--- config.mk ---
export PLATFORM = sky130hd
export DESIGN_NAME = tone_burst_segmenter_flat
export DESIGN_NICKNAME = d
export VERILOG_FILES = /design/src/hdl/tbs_pkg.sv /design/src/hdl/tbs_if.sv /design/src/hdl/tbs_peak_detect.sv /design/src/hdl/tbs_burst_track.sv /design/src/hdl/tbs_out_reg.sv /design/src/hdl/tone_burst_segmenter.sv /design/src/flat_wrapper.sv
export SDC_FILE = /design/constraint.sdc
export NUM_CORES = 1
export LEC_CHECK = 0
export BUFFER_PORTS_ARGS = -buffer_cell sky130_fd_sc_hd__buf_2
export CORE_UTILIZATION = 63
export CTS_BUF_LIST = sky130_fd_sc_hd__clkbuf_2
export DETAILED_ROUTE_END_ITERATION = 8
export PLACE_DENSITY = 0.87
export SYNTH_ARGS = -nofsm -noshare
export SYNTH_HDL_FRONTEND = slang
export SYNTH_SLANG_ARGS = --single-unit
--- constraint.sdc ---
create_clock -name clk_i -period 14.55 [get_ports clk_i]
set_clock_uncertainty 0.1 [all_clocks]
set_input_delay 1.455 -clock clk_i [delete_from_list [all_inputs] [get_ports clk_i]]
set_output_delay 1.455 -clock clk_i [all_outputs]
set_load 0.01 [all_outputs]
--- src/hdl/tbs_pkg.sv ---
// ----------------------------------------------------------------------------
// Tone burst segmenter package
// Shared types and constants for the tone burst segmenter.
// ----------------------------------------------------------------------------
package tbs_pkg;

  localparam int unsigned SampleW = 16;
  localparam int unsigned IndexW  = 32;
  localparam int unsigned GapW    = 16;
  localparam int unsigned CfgIdxW = 1;
  localparam int unsigned CfgW    = 16;

  // Configuration register indexes.
  localparam logic [CfgIdxW-1:0] CfgThreshold = 1'b0;
  localparam logic [CfgIdxW-1:0] CfgGapLimit  = 1'b1;

  // Register reset values.
  localparam logic signed [SampleW-1:0] ThresholdReset = 16'sd16384;
  localparam logic [GapW-1:0]           GapLimitReset  = 16'd350;

  localparam logic [IndexW-1:0] IndexMax = '1;

  // Peak decision handed from the detector to the burst tracker.
  typedef struct packed {
    logic              peak;
    logic [IndexW-1:0] index;
    logic              fin;
  } peak_t;

  // One result item.
  typedef struct packed {
    logic [IndexW-1:0] mark_start;
    logic [IndexW-1:0] mark_end;
    logic [IndexW-1:0] mark_length;
    logic [IndexW-1:0] space_length;
    logic              has_space;
  } result_t;

endpackage

--- src/hdl/tbs_if.sv ---
// ----------------------------------------------------------------------------
// Tone burst segmenter channels
// Valid/ready channels for audio samples in and burst results out.
// ----------------------------------------------------------------------------
interface tbs_in_if;
  logic                                valid;
  logic                                ready;
  logic signed [tbs_pkg::SampleW-1:0]  sample;
  logic                                final_req;

  modport source (output valid, output sample, output final_req, input ready);
  modport sink (input valid, input sample, input final_req, output ready);
endinterface

interface tbs_out_if;
  logic                              valid;
  logic                              ready;
  logic [tbs_pkg::IndexW-1:0]        mark_start;
  logic [tbs_pkg::IndexW-1:0]        mark_end;
  logic [tbs_pkg::IndexW-1:0]        mark_length;
  logic [tbs_pkg::IndexW-1:0]        space_length;
  logic                              has_space;

  modport source (output valid, output mark_start, output mark_end, output mark_length,
                  output space_length, output has_space, input ready);
  modport sink (input valid, input mark_start, input mark_end, input mark_length,
                input space_length, input has_space, output ready);
endinterface

--- src/hdl/tbs_peak_detect.sv ---
// ----------------------------------------------------------------------------
// Tone burst segmenter peak detector
// Keeps the two previous samples and the sample index, and flags a strict
// local maximum above the threshold one sample late.
// ----------------------------------------------------------------------------
module tbs_peak_detect (
  input  logic                               clk_i,
  input  logic                               rst_ni,
  input  logic                               en_i,
  input  logic signed [tbs_pkg::SampleW-1:0] sample_i,
  input  logic                               final_i,
  input  logic signed [tbs_pkg::SampleW-1:0] threshold_i,
  output tbs_pkg::peak_t                     peak_o
);

  logic signed [tbs_pkg::SampleW-1:0] older_q, older_d;
  logic signed [tbs_pkg::SampleW-1:0] newer_q, newer_d;
  logic [tbs_pkg::IndexW-1:0]         index_q, index_d;

  always_comb begin
    peak_o.peak  = (index_q >= tbs_pkg::IndexW'(2)) && (newer_q > threshold_i) &&
                   (newer_q > older_q) && (newer_q > sample_i);
    peak_o.index = index_q - tbs_pkg::IndexW'(1);
    peak_o.fin   = final_i;
  end

  always_comb begin
    older_d = older_q;
    newer_d = newer_q;
    index_d = index_q;
    if (en_i) begin
      if (final_i) begin
        // End of stream: the next sample starts over at index zero.
        older_d = '0;
        newer_d = '0;
        index_d = '0;
      end else begin
        older_d = newer_q;
        newer_d = sample_i;
        if (index_q != tbs_pkg::IndexMax) begin
          index_d = index_q + tbs_pkg::IndexW'(1);
        end
      end
    end
  end

  always_ff @(posedge clk_i or negedge rst_ni) begin
    if (!rst_ni) begin
      older_q <= '0;
      newer_q <= '0;
      index_q <= '0;
    end else begin
      older_q <= older_d;
      newer_q <= newer_d;
      index_q <= index_d;
    end
  end

endmodule

--- src/hdl/tbs_burst_track.sv ---
// ----------------------------------------------------------------------------
// Tone burst segmenter burst tracker
// Joins nearby peaks into bursts and forms one result when a burst closes.
// ----------------------------------------------------------------------------
module tbs_burst_track (
  input  logic                         clk_i,
  input  logic                         rst_ni,
  input  logic                         en_i,
  input  tbs_pkg::peak_t               peak_i,
  input  logic [tbs_pkg::GapW-1:0]     gap_limit_i,
  output logic                         emit_o,
  output tbs_pkg::result_t             result_o
);

  logic [tbs_pkg::IndexW-1:0] last_peak_q, last_peak_d;
  logic                       have_peak_q, have_peak_d;
  logic                       open_q, open_d;
  logic [tbs_pkg::IndexW-1:0] start_q, start_d;
  logic [tbs_pkg::IndexW-1:0] prev_end_q, prev_end_d;
  logic                       have_prev_q, have_prev_d;

  logic [tbs_pkg::IndexW-1:0] spacing;
  logic                       join_peak;
  logic                       gap_emit;
  logic                       fin_emit;
  logic                       open_n;
  logic [tbs_pkg::IndexW-1:0] start_n;
  logic [tbs_pkg::IndexW-1:0] last_n;
  logic [tbs_pkg::IndexW-1:0] res_start;
  logic [tbs_pkg::IndexW-1:0] res_end;

  always_comb begin
    spacing   = peak_i.index - last_peak_q;
    join_peak = peak_i.peak && have_peak_q &&
                (spacing <= {{(tbs_pkg::IndexW - tbs_pkg::GapW){1'b0}}, gap_limit_i});
    // A wide gap closes the open burst with the peaks seen so far.
    gap_emit  = peak_i.peak && have_peak_q && !join_peak && open_q;

    open_n  = open_q;
    start_n = start_q;
    if (join_peak) begin
      open_n = 1'b1;
      if (!open_q) begin
        start_n = last_peak_q;
      end
    end else if (gap_emit) begin
      open_n = 1'b0;
    end
    last_n = peak_i.peak ? peak_i.index : last_peak_q;

    // The last sample flushes a burst that is still open after this sample.
    fin_emit = peak_i.fin && open_n;
    emit_o   = gap_emit || fin_emit;

    res_start = gap_emit ? start_q : start_n;
    res_end   = gap_emit ? last_peak_q : last_n;

    result_o.mark_start   = res_start;
    result_o.mark_end     = res_end;
    result_o.mark_length  = res_end - res_start;
    result_o.space_length = have_prev_q ? (res_start - prev_end_q) : '0;
    result_o.has_space    = have_prev_q;
  end

  always_comb begin
    last_peak_d = last_peak_q;
    have_peak_d = have_peak_q;
    open_d      = open_q;
    start_d     = start_q;
    prev_end_d  = prev_end_q;
    have_prev_d = have_prev_q;
    if (en_i) begin
      if (peak_i.fin) begin
        last_peak_d = '0;
        have_peak_d = 1'b0;
        open_d      = 1'b0;
        start_d     = '0;
        prev_end_d  = '0;
        have_prev_d = 1'b0;
      end else begin
        last_peak_d = last_n;
        have_peak_d = have_peak_q || peak_i.peak;
        open_d      = open_n;
        start_d     = start_n;
        if (gap_emit) begin
          prev_end_d  = res_end;
          have_prev_d = 1'b1;
        end
      end
    end
  end

  always_ff @(posedge clk_i or negedge rst_ni) begin
    if (!rst_ni) begin
      last_peak_q <= '0;
      have_peak_q <= 1'b0;
      open_q      <= 1'b0;
      start_q     <= '0;
      prev_end_q  <= '0;
      have_prev_q <= 1'b0;
    end else begin
      last_peak_q <= last_peak_d;
      have_peak_q <= have_peak_d;
      open_q      <= open_d;
      start_q     <= start_d;
      prev_end_q  <= prev_end_d;
      have_prev_q <= have_prev_d;
    end
  end

  a_open_has_peak : assert property (@(posedge clk_i) disable iff (!rst_ni)
    open_q |-> have_peak_q)
    else $error("burst open without a recorded peak");

  a_start_before_last : assert property (@(posedge clk_i) disable iff (!rst_ni)
    open_q |-> (start_q <= last_peak_q))
    else $error("burst start lies after its last peak");

  a_start_after_prev : assert property (@(posedge clk_i) disable iff (!rst_ni)
    (open_q && have_prev_q) |-> (prev_end_q <= start_q))
    else $error("burst starts before the previous burst ended");

  a_emit_needs_open : assert property (@(posedge clk_i) disable iff (!rst_ni)
    (emit_o && !peak_i.fin) |-> open_q)
    else $error("result formed without an open burst");

endmodule

--- src/hdl/tbs_out_reg.sv ---
// ----------------------------------------------------------------------------
// Tone burst segmenter result register
// Holds one result until the sink takes it; frees itself in the same cycle.
// ----------------------------------------------------------------------------
module tbs_out_reg (
  input  logic              clk_i,
  input  logic              rst_ni,
  input  logic              load_i,
  input  logic              emit_i,
  input  tbs_pkg::result_t  result_i,
  output logic              free_o,
  tbs_out_if.source         out_if_o
);

  logic             valid_q, valid_d;
  tbs_pkg::result_t data_q, data_d;

  assign free_o = !valid_q || out_if_o.ready;

  always_comb begin
    valid_d = valid_q;
    data_d  = data_q;
    if (load_i) begin
      valid_d = emit_i;
      if (emit_i) begin
        data_d = result_i;
      end
    end else if (out_if_o.ready) begin
      valid_d = 1'b0;
    end
  end

  always_ff @(posedge clk_i or negedge rst_ni) begin
    if (!rst_ni) begin
      valid_q <= 1'b0;
    end else begin
      valid_q <= valid_d;
    end
  end

  always_ff @(posedge clk_i) begin
    data_q <= data_d;
  end

  assign out_if_o.valid        = valid_q;
  assign out_if_o.mark_start   = data_q.mark_start;
  assign out_if_o.mark_end     = data_q.mark_end;
  assign out_if_o.mark_length  = data_q.mark_length;
  assign out_if_o.space_length = data_q.space_length;
  assign out_if_o.has_space    = data_q.has_space;

endmodule

--- src/hdl/tone_burst_segmenter.sv ---
// ----------------------------------------------------------------------------
// Tone burst segmenter
// Finds tone bursts in a stream of audio samples and reports each burst.
// ----------------------------------------------------------------------------
//
//  Channel    Direction  Transaction carries
//  ---------  ---------  ---------------------------------------------------
//  in_if_i    sink       sample (signed 16 bits), final_req
//  out_if_o   source     mark_start, mark_end, mark_length, space_length,
//                        has_space
//  cfg        write      cfg_idx_i 0: threshold, 1: gap_limit
//
//  Every sample is handled in one cycle and a new sample may be taken every
//  cycle; the result, if any, is visible in the cycle after its sample is taken.
//  The one result register sets the figure: a sample is taken whenever that
//  register is empty or being read in the same cycle.
//  Reset clears all stream state and loads threshold 16384, gap limit 350.
//  A stall on the result side stops intake only while a result is waiting.
//
// A sample is judged as a peak when its successor arrives: it must lie
// strictly above the threshold and strictly above both neighbors, and at
// least one earlier sample of the stream must have been seen. Peaks whose
// spacing is within the gap limit join into one burst; a burst opens only
// when the second such peak arrives. A wider gap, or the final sample of the
// stream, closes the burst and produces one result transaction. After the
// final sample all stream state returns to its reset value, while the two
// configuration registers keep their values. The sample index saturates at
// its all-ones value.
//
module tone_burst_segmenter (
  input  logic                            clk_i,
  input  logic                            rst_ni,
  input  logic                            cfg_we_i,
  input  logic [tbs_pkg::CfgIdxW-1:0]     cfg_idx_i,
  input  logic [tbs_pkg::CfgW-1:0]        cfg_wdata_i,
  tbs_in_if.sink                          in_if_i,
  tbs_out_if.source                       out_if_o
);

  logic signed [tbs_pkg::SampleW-1:0] threshold_q, threshold_d;
  logic [tbs_pkg::GapW-1:0]           gap_limit_q, gap_limit_d;

  logic             accept;
  logic             free;
  logic             emit;
  tbs_pkg::peak_t   peak;
  tbs_pkg::result_t result;

  // Configuration registers; the user must write them only while the block is idle; the block does not enforce this.
  always_comb begin
    threshold_d = threshold_q;
    gap_limit_d = gap_limit_q;
    if (cfg_we_i) begin
      case (cfg_idx_i)
        tbs_pkg::CfgThreshold: threshold_d = cfg_wdata_i;
        tbs_pkg::CfgGapLimit:  gap_limit_d = cfg_wdata_i;
        default: ;
      endcase
    end
  end

  always_ff @(posedge clk_i or negedge rst_ni) begin
    if (!rst_ni) begin
      threshold_q <= tbs_pkg::ThresholdReset;
      gap_limit_q <= tbs_pkg::GapLimitReset;
    end else begin
      threshold_q <= threshold_d;
      gap_limit_q <= gap_limit_d;
    end
  end

  // The input side is ready whenever the result register can take a new
  // value in this cycle.
  assign in_if_i.ready = free;
  assign accept        = in_if_i.valid && free;

  tbs_peak_detect u_peak (
    .clk_i       (clk_i),
    .rst_ni      (rst_ni),
    .en_i        (accept),
    .sample_i    (in_if_i.sample),
    .final_i     (in_if_i.final_req),
    .threshold_i (threshold_q),
    .peak_o      (peak)
  );

  tbs_burst_track u_track (
    .clk_i       (clk_i),
    .rst_ni      (rst_ni),
    .en_i        (accept),
    .peak_i      (peak),
    .gap_limit_i (gap_limit_q),
    .emit_o      (emit),
    .result_o    (result)
  );

  tbs_out_reg u_out (
    .clk_i    (clk_i),
    .rst_ni   (rst_ni),
    .load_i   (accept),
    .emit_i   (emit),
    .result_i (result),
    .free_o   (free),
    .out_if_o (out_if_o)
  );

endmodule

--- src/flat_wrapper.sv ---
// flat-port wrapper written by rule: the top's interface ports become plain ports
module tone_burst_segmenter_flat 
  (clk_i, rst_ni, cfg_we_i, cfg_idx_i, cfg_wdata_i, in_if_i_valid, in_if_i_sample, in_if_i_final_req, in_if_i_ready, out_if_o_valid, out_if_o_mark_start, out_if_o_mark_end, out_if_o_mark_length, out_if_o_space_length, out_if_o_has_space, out_if_o_ready);
  tbs_in_if in_if_i_i ();
  tbs_out_if out_if_o_i ();
  input  logic clk_i;
  input  logic rst_ni;
  input  logic cfg_we_i;
  input  logic [tbs_pkg::CfgIdxW-1:0] cfg_idx_i;
  input  logic [tbs_pkg::CfgW-1:0] cfg_wdata_i;
  input wire logic [$bits(in_if_i_i.valid)-1:0] in_if_i_valid;
  input wire logic [$bits(in_if_i_i.sample)-1:0] in_if_i_sample;
  input wire logic [$bits(in_if_i_i.final_req)-1:0] in_if_i_final_req;
  output wire logic [$bits(in_if_i_i.ready)-1:0] in_if_i_ready;
  output wire logic [$bits(out_if_o_i.valid)-1:0] out_if_o_valid;
  output wire logic [$bits(out_if_o_i.mark_start)-1:0] out_if_o_mark_start;
  output wire logic [$bits(out_if_o_i.mark_end)-1:0] out_if_o_mark_end;
  output wire logic [$bits(out_if_o_i.mark_length)-1:0] out_if_o_mark_length;
  output wire logic [$bits(out_if_o_i.space_length)-1:0] out_if_o_space_length;
  output wire logic [$bits(out_if_o_i.has_space)-1:0] out_if_o_has_space;
  input wire logic [$bits(out_if_o_i.ready)-1:0] out_if_o_ready;
  assign in_if_i_i.valid = in_if_i_valid;
  assign in_if_i_i.sample = in_if_i_sample;
  assign in_if_i_i.final_req = in_if_i_final_req;
  assign in_if_i_ready = in_if_i_i.ready;
  assign out_if_o_valid = out_if_o_i.valid;
  assign out_if_o_mark_start = out_if_o_i.mark_start;
  assign out_if_o_mark_end = out_if_o_i.mark_end;
  assign out_if_o_mark_length = out_if_o_i.mark_length;
  assign out_if_o_space_length = out_if_o_i.space_length;
  assign out_if_o_has_space = out_if_o_i.has_space;
  assign out_if_o_i.ready = out_if_o_ready;
  tone_burst_segmenter u_core (.clk_i(clk_i), .rst_ni(rst_ni), .cfg_we_i(cfg_we_i), .cfg_idx_i(cfg_idx_i), .cfg_wdata_i(cfg_wdata_i), .in_if_i(in_if_i_i), .out_if_o(out_if_o_i));
endmodule
==> results of run 1 <==
[flip-flops by register name (all words and copies together) (netlist names)]
name,count
u_core.u_out.out_if_o.mark_start,32
u_core.u_track.have_peak_q,1
u_core.u_out.out_if_o.space_length,32
u_core.u_out.out_if_o.valid,1
u_core.u_peak.older_q,16
u_core.u_out.out_if_o.mark_length,32
u_core.u_peak.index_q,32
u_core.u_track.have_prev_q,1
u_core.u_out.out_if_o.mark_end,32
u_core.u_out.out_if_o.has_space,1
u_core.gap_limit_q,16
u_core.u_track.start_q,32
u_core.u_track.open_q,1
u_core.u_track.prev_end_q,32
u_core.u_track.last_peak_q,32
u_core.threshold_q,16
u_core.u_peak.newer_q,16
[Yosys cell counts, types with 4 or more instances]
cell type	n	area share (%)
inv_1	188	3.5
o31a_1	5	0.22
nor2b_1	29	0.91
ha_1	160	10
or2_2	8	0.25
edfxtp_1	129	19
a2111oi_0	4	0.18
xnor2_1	50	2.2
nor3b_1	6	0.23
mux2_2	66	3.7
and3b_1	4	0.18
o31ai_1	22	0.83
a211oi_1	15	0.56
and3_1	16	0.50
o22ai_1	6	0.19
dfstp_2	7	0.92
or3_1	19	0.60
buf_2	7	0.18
nor4_1	15	0.47
a21oi_1	121	3.0
nor3_1	29	0.73
o21a_1	24	0.90
o211ai_1	9	0.34
nand3_1	61	1.5
and2_1	23	0.72
nand2b_1	26	0.81
and4_1	5	0.22
buf_1	9	0.17
o21bai_1	8	0.30
a21o_1	57	2.1
dfrtp_1	189	24
a31oi_1	9	0.28
nor2_1	116	2.2
nand4_1	37	1.2
o21ai_0	115	2.9
or4_1	6	0.23
xor2_1	60	2.6
mux2i_1	9	0.45
nand2_1	146	2.7
a22o_1	87	3.8
clkbuf_1	66	1.2
a2bb2oi_1	4	0.18
[through the flow]
stage | std cells | power, mW | area (um2) | hold WS (ns)
finish | 2673 | 3.325 | 21950 | 0.4066
global route | 2673 | 3.547 | 21950 | 0.4165
CTS | 2670 | 3.306 | 21940 | 0.3859
detailed placement | 2520 | 2.638 | 21130 | 0.3851
global placement | 2520 | 2.595 | 21130 | 0.3789
floorplan | 2021 | 2.248 | 19960 | 0.3551
[final cells by class]
class	count	area [um2]	share of cell area, %
tap	396	495.5	2.258
inverter	189	709.4	3.233
clock inverter	31	211.5	0.9635
sequential	325	8787	40.04
timing repair buffer	187	989.7	4.510
antenna	3	7.507	0.03421
clock buffer	119	595.6	2.714
multi-input combinational	1423	10150	46.25
[logic make-up (layout without fill, tap and decap cells)]
family / count (synthesis) / after routing / share of synthesized area [%]
AND/OR/NAND/NOR: 556 / 556 / 14.09
AO/OA/AOI/OAI: 518 / 518 / 17.23
flip-flops: 325 / 325 / 44.03
buffers and inverters: 273 / 526 / 5.234
adder cells (fa/ha/maj): 163 / 163 / 10.33
XOR/XNOR: 111 / 111 / 4.908
multiplexers: 75 / 75 / 4.175
other: 0 / 3 / 0
[routing by layer]
layer	part of all wire [%]	track usage, %	wire (um)	up-vias
li1	-	-	-	7697
met1	40	42.21	20980	7987
met2	48	54.89	25210	872
met3	8.3	5.450	4368	133
met4	3.6	13.55	1874	0
met5	0	0	0	-
[where the power goes]
part | switching (mW) | internal (mW)
combinational | 0.927 | 0.641
sequential | 0.0512 | 1.05
clock | 0.386 | 0.274
[worst max path at each step]
stage / startpoint / end / slack (ns) / cells after the start
after floorplan: u_core.u_peak.index_q[4] / u_core.u_out.out_if_o.has_space / 3.47 / 26
after global placement: u_core.u_peak.index_q[4] / u_core.u_out.out_if_o.mark_length[27] / 4.80 / 37
after detailed placement: u_core.u_peak.index_q[4] / u_core.u_out.out_if_o.mark_length[27] / 4.28 / 38
after CTS: u_core.u_peak.index_q[4] / u_core.u_out.out_if_o.mark_length[27] / 4.23 / 38
after global routing: u_core.u_peak.index_q[4] / u_core.u_out.out_if_o.mark_length[27] / 3.40 / 37
final: u_core.u_peak.index_q[4] / u_core.u_out.out_if_o.mark_length[27] / 4.01 / 34
==> run_results.csv, run 1 <==
group,metric,value,unit
clock_tree,root_buffer,"clkbuf_2",
clock_tree,cts_hold_buf,0,
worst_setup_path,worstSetupPathType,"flip-flop to flip-flop",
final_layout,final_common_cell,"dfrtp_1",
place,place_hpwl,38.64,mm
worst_setup_path,cp.arrival,11.11,ns
clock_tree,clkSinkCount,325,
detailed_routing,detail-route-antenna-nets,0,
final_layout,area_delta_synth_final,9.955,%
clock_tree,postCtsSetupRepairBufs,0,
timing,fin_crit_sh,72.42,%
timing,setup_slack,4.013,ns
synthesis,synthArstFlopShare,60.31,%
global_routing,antenna_found_initial,3,
final_layout,utilization,71.00,%
timing,rsz0062_at_grt,"no",
timing,hold_viol,0,
detailed_routing,wirelength,52.44,mm
global_routing,grtUsageTotal,32.73,%
final_layout,fillers,2315,
global_routing,grt_pass1_vias,16170,
worst_setup_path,critPathMaxStageDelay,0.94,ns
clock_tree,cts-resized-gates,0,
synthesis,ys.flop_type,"dfrtp_1",
synthesis,yosys_warnings,0,
synthesis,yosys_register_bits,325,
place,gp_congestion,0.9682,
synthesis,synth_nets,2223,
global_routing,globalRoute.totalOverflow,0,
power,power.density,151.5,nW/um2
floorplanning,design.die.area,32400,um2
global_routing,grt_pass1_wl,84.50,mm
synthesis,synth-seq-area-share,44.03,%
timing,setup_viol,0,
clock_tree,cts_tree,"yes",
place,portBuffers,169,
floorplanning,die_x,180.0,um
timing,worst_slew_pin_slew,1.168,ns
worst_hold_path,min-delay-path-class,"flip-flop to flip-flop",
worst_setup_path,cp_data_required_time,15.12,ns
clock_tree,h-tree-depth,3,
detailed_routing,vias,16690,
worst_setup_path,slowest_stage,"a2111oi_0",
worst_setup_path,setup.worst_path.end_class,"flip-flop",
clock_tree,cts_buffers,81,
synthesis,syn_area,19960,um2
timing,drv_slew,0,
worst_setup_path,path_max_fanout,19,
worst_hold_path,hold_path_end,"u_core.u_track.prev_end_q[26]",
place,pre_cts_slack,4.282,ns
worst_setup_path,r2r_cells,34,
detailed_routing,routedWlPerCell,19.62,um
detailed_routing,drt-initial-drc-count,1427,
floorplanning,core,30910,um2
clock_tree,clockBufferDepth,3,
timing,fmax,0.09490,GHz
worst_setup_path,r2r_slack,4.01,ns
floorplanning,die_h,180.0,um
global_routing,grt_start_max_net_pins,93,
final_layout,fin_nets,2409,
timing,totalNegativeSetupSlack,0,ns
synthesis,synth_cell_types,73,
timing,relSlewSlack,22.16,%
clock_tree,clock_latency,0.96,ns
worst_setup_path,cp_top_family,"simple AND/OR/NAND/NOR gates",
worst_setup_path,regToRegEndpoint,"u_core.u_out.out_if_o.mark_length[27]",
detailed_routing,drc,0,
power,peakVddDrop,0.00009750,V
worst_setup_path,crit_buf_inv,0,
detailed_routing,first_pass_iters,5,
worst_hold_path,min_from,"u_core.u_track.prev_end_q[26]",
synthesis,syn_area_per_cell,9.876,um2
job,maxCapViolCount,0,
worst_setup_path,timing.rr.start,"u_core.u_peak.index_q[4]",
worst_hold_path,hold_depth,1,
floorplanning,ios,170,
worst_setup_path,worst_path_most_repeated_cell,"nand2_1",
outcome,outcome,"finished, final reports clean",
synthesis,netlist_instances,2021,
final_layout,drive_above_1_share,18.16,%
detailed_routing,via_per_inst,6.244,
floorplanning,rows,64,
timing,fin_crit,10.54,ns
clock_tree,clkTransAtPathRegs,0.10,ns
power,p_leak,10.09,nW
worst_setup_path,start_kind,"flip-flop",
final_layout,final_cell_mix,"dfrtp_1, inv_1, buf_2",
synthesis,synth-edff-count,129,
floorplanning,initial_core_util,64.57,%
No activity file was read; power rests on OpenSTA's default activity.
==> run 2: changes to the inputs <==
--- a/config.mk
+++ b/config.mk
@@ -5,11 +5,12 @@
 export SDC_FILE = /design/constraint.sdc
 export NUM_CORES = 1
 export LEC_CHECK = 0
+export ABC_AREA = 1
 export BUFFER_PORTS_ARGS = -buffer_cell sky130_fd_sc_hd__buf_2
-export CORE_UTILIZATION = 63
+export CORE_UTILIZATION = 57
 export CTS_BUF_LIST = sky130_fd_sc_hd__clkbuf_2
 export DETAILED_ROUTE_END_ITERATION = 8
-export PLACE_DENSITY = 0.87
+export PLACE_DENSITY = 0.82
 export SYNTH_ARGS = -nofsm -noshare
 export SYNTH_HDL_FRONTEND = slang
 export SYNTH_SLANG_ARGS = --single-unit
==> constraint.sdc (replaced) <==
create_clock -name clk_i -period 9.6 [get_ports clk_i]
set_clock_uncertainty 0.1 [all_clocks]
set_input_delay 0.96 -clock clk_i [delete_from_list [all_inputs] [get_ports clk_i]]
set_output_delay 0.96 -clock clk_i [all_outputs]
set_load 0.01 [all_outputs]
==> run_results.csv, run 2 <==
group,metric,value,unit
synthesis,synth-seq-area-share,41.13,%
final_layout,fillers,3115,
detailed_routing,vias,19430,
final_layout,fin_nets,3080,
timing,setup_slack,1.356,ns
detailed_routing,wirelength,59.94,mm
floorplanning,ios,170,
clock_tree,cts-resized-gates,0,
synthesis,synth-edff-count,129,
worst_setup_path,r2r_cells,42,
detailed_routing,routedWlPerCell,17.54,um
clock_tree,cts_hold_buf,4,
final_layout,drive_above_1_share,14.66,%
place,post-place-cells,3258,
synthesis,synth_simple_gate_area_share,19.80,%
global_routing,grt_pass1_vias,18430,
global_routing,busiest_layer,"met2",
place,place_hpwl,46.18,mm
synthesis,yosys.area_share.adder,9.650,%
timing,fmax,0.1213,GHz
place,gp_congestion,0.9860,
synthesis,synth_nets,2881,
synthesis,synthMuxAreaShare,0,%
clock_tree,clkSinkCount,325,
final_layout,final_common_cell,"nand2_1",
clock_tree,clock_latency,1.11,ns
worst_setup_path,cp.arrival,8.97,ns
synthesis,synth_top_area_cell,"dfrtp_1",
global_routing,grt_pass1_wl,94.59,mm
worst_setup_path,path_max_fanout,21,
synthesis,synthTopCellsByCount,"nand2_1, inv_1, o21ai_0",
synthesis,ys.flop_type,"dfrtp_1",
place,pre_cts_slack,1.355,ns
job,maxCapViolCount,0,
detailed_routing,drc,1,
clock_tree,cts_buffers,82,
synthesis,yosys_register_bits,325,
worst_setup_path,timing.rr.start,"u_core.u_peak.index_q[0]",
clock_tree,clkTransAtPathRegs,0.11,ns
timing,fin_crit,8.244,ns
synthesis,netlist_instances,2679,
worst_setup_path,critPathMaxStageDelay,0.52,ns
detailed_routing,detail-route-antenna-nets,0,
global_routing,grtUsageTotal,31.66,%
global_routing,globalRoute.totalOverflow,0,
global_routing,antenna_found_initial,3,
global_routing,grtUsageMet3,5.406,%
synthesis,synth_most_common_cell,"nand2_1",
final_layout,final_cell_mix,"nand2_1, inv_1, o21ai_0",
synthesis,syn_area_per_cell,7.976,um2
synthesis,yosys_warnings,0,
power,p_total,6.283,mW
power,power.density,268.4,nW/um2
worst_setup_path,crit_buf_inv,1,
synthesis,yosys.area.top_type_share,22.14,%
worst_setup_path,crit_path_start,"u_core.u_peak.index_q[0]",
synthesis,synth_xor_area_share,3.197,%
detailed_routing,first_pass_iters,9,
clock_tree,cts_tree,"yes",
floorplanning,core,36790,um2
power,p_leak,11.90,nW
synthesis,synthArstFlopShare,60.31,%
worst_setup_path,start_kind,"flip-flop",
synthesis,synth_compound_area_share,16.46,%
worst_hold_path,min-delay-path-class,"primary input to flip-flop",
synthesis,synth.area.top_cells,"dfrtp_1, edfxtp_1, nand2_1, ha_1, inv_1",
worst_setup_path,setup.worst_path.end_class,"flip-flop",
clock_tree,postCtsSetupRepairBufs,0,
timing,totalNegativeSetupSlack,0,ns
floorplanning,rows,70,
power,peakVddDrop,0.0001154,V
outcome,outcome,"finished, violations left",
global_routing,grt_start_max_net_pins,130,
worst_setup_path,cp_data_required_time,10.33,ns
global_routing,grt.met1_usage,42.10,%
timing,hold_viol,0,
floorplanning,design.die.area,38260,um2
synthesis,syn_area,21370,um2
floorplanning,die_h,195.6,um
synthesis,synth_cell_types,57,
clock_tree,h-tree-depth,3,
timing,rsz0062_at_grt,"no",
detailed_routing,via_per_inst,5.685,
detailed_routing,drt-initial-drc-count,1455,
worst_setup_path,cp_top_family,"simple AND/OR/NAND/NOR gates",
timing,fin_crit_sh,85.88,%
final_layout,utilization,63.63,%
floorplanning,initial_core_util,58.09,%
synthesis,synth_top_family_by_area,"simple AND/OR/NAND/NOR gates",
place,portBuffers,169,
clock_tree,root_buffer,"clkbuf_2",
outcome,violations,"design-rule violations",
clock_tree,clockBufferDepth,3,
worst_setup_path,crit_end,"u_core.u_out.out_if_o.space_length[22]",
worst_setup_path,crit_cells,42,
worst_setup_path,slowest_stage,"o21ai_0",
worst_setup_path,worst_path_most_repeated_cell,"nand2_1",
timing,drv_slew,0,
timing,setup_viol,0,
timing,worst_slew_pin_slew,1.003,ns
final_layout,area_delta_synth_final,9.545,%
worst_setup_path,r2r_slack,1.36,ns
worst_setup_path,worstSetupPathType,"flip-flop to flip-flop",
floorplanning,die_x,195.6,um
global_routing,use_met2,50.67,%
final_layout,fin_cells,3417,
worst_setup_path,regToRegEndpoint,"u_core.u_out.out_if_o.space_length[22]",
timing,relSlewSlack,33.12,%
-- run 2: cell count changes after synthesis, sizes merged, moves of 23 or more --
cell / delta
a21oi: +43
nand2b: -26
a21o: -49
a22o: -87
nor2b: -29
nor2: +79
inv: +269
mux2: -66
xnor2: -35
nand2: +485
o21ai: +125
o22ai: +99
clkbuf: -23
-- run 2: worst min path at each step --
stage / from / end / slack (ns) / cells after the start
3_3_place_gp: u_core.threshold_q[3] / u_core.threshold_q[3] / 0.37 / 2
2_1_floorplan: u_core.gap_limit_q[10] / u_core.gap_limit_q[10] / 0.35 / 2
4_1_cts: cfg_wdata_i[2] / u_core.gap_limit_q[2] / 0.008 / 3
3_5_place_dp: u_core.threshold_q[6] / u_core.threshold_q[6] / 0.37 / 2
5_1_grt: cfg_wdata_i[2] / u_core.gap_limit_q[2] / -0.03 / 3
6_report: cfg_wdata_i[2] / u_core.gap_limit_q[2] / 0.05 / 3
-- run 2: layer usage --
layer,up-vias,wire [um]
li1,9358,-
met1,9029,25600
met2,892,27320
met3,144,4666
met4,2,2344
met5,-,13
-- run 2: logic make-up after synthesis --
logic type / after synthesis
xor gates and xnor gates: 78
DFF: 325
buffers and inverters: 527
adders and majority gates: 163
and+or+nand+nor: 1007
AOI/OAI and AO/OA: 579
-- run 2: worst register-to-register path, delay by kind of cell, from the launching register on --
kind | cells | cell delay [ns]
simple gates | 23 | 3.11
compound gates | 11 | 2.23
fa+ha+maj | 5 | 1.53
flops | 1 | 0.46
xor+xnor | 2 | 0.44
buf+inv | 1 | 0.22
-- run 2: power breakdown --
| part | leakage (nW) | internal [mW] | total [mW] | switching [mW] |
|---|---|---|---|---|
| clock network | 0.611 | 0.413 | 1.01 | 0.598 |
| logic | 7.46 | 1.18 | 3.59 | 2.41 |
| registers | 3.83 | 1.62 | 1.68 | 0.0624 |
-- run 2: layout make-up --
class | instances | area (um2) | share of cell area (%)
Multi-Input combinational cell | 1827 | 10510 | 44.89
Sequential cell | 325 | 8787 | 37.54
Inverter | 459 | 1725 | 7.372
Timing Repair Buffer | 183 | 982.2 | 4.196
Clock buffer | 128 | 640.6 | 2.737
Tap cell | 468 | 585.6 | 2.502
Clock inverter | 24 | 171.4 | 0.7323
Antenna cell | 3 | 7.507 | 0.03207
-- run 2: stage by stage --
step           hold WS [ns]  cell area [um2]
2_1_floorplan        0.3530            21370
3_3_place_gp         0.3658            22550
3_5_place_dp         0.3738            22550
4_1_cts            0.007699            23400
5_1_grt            -0.02684            23410
6_report            0.05434            23410
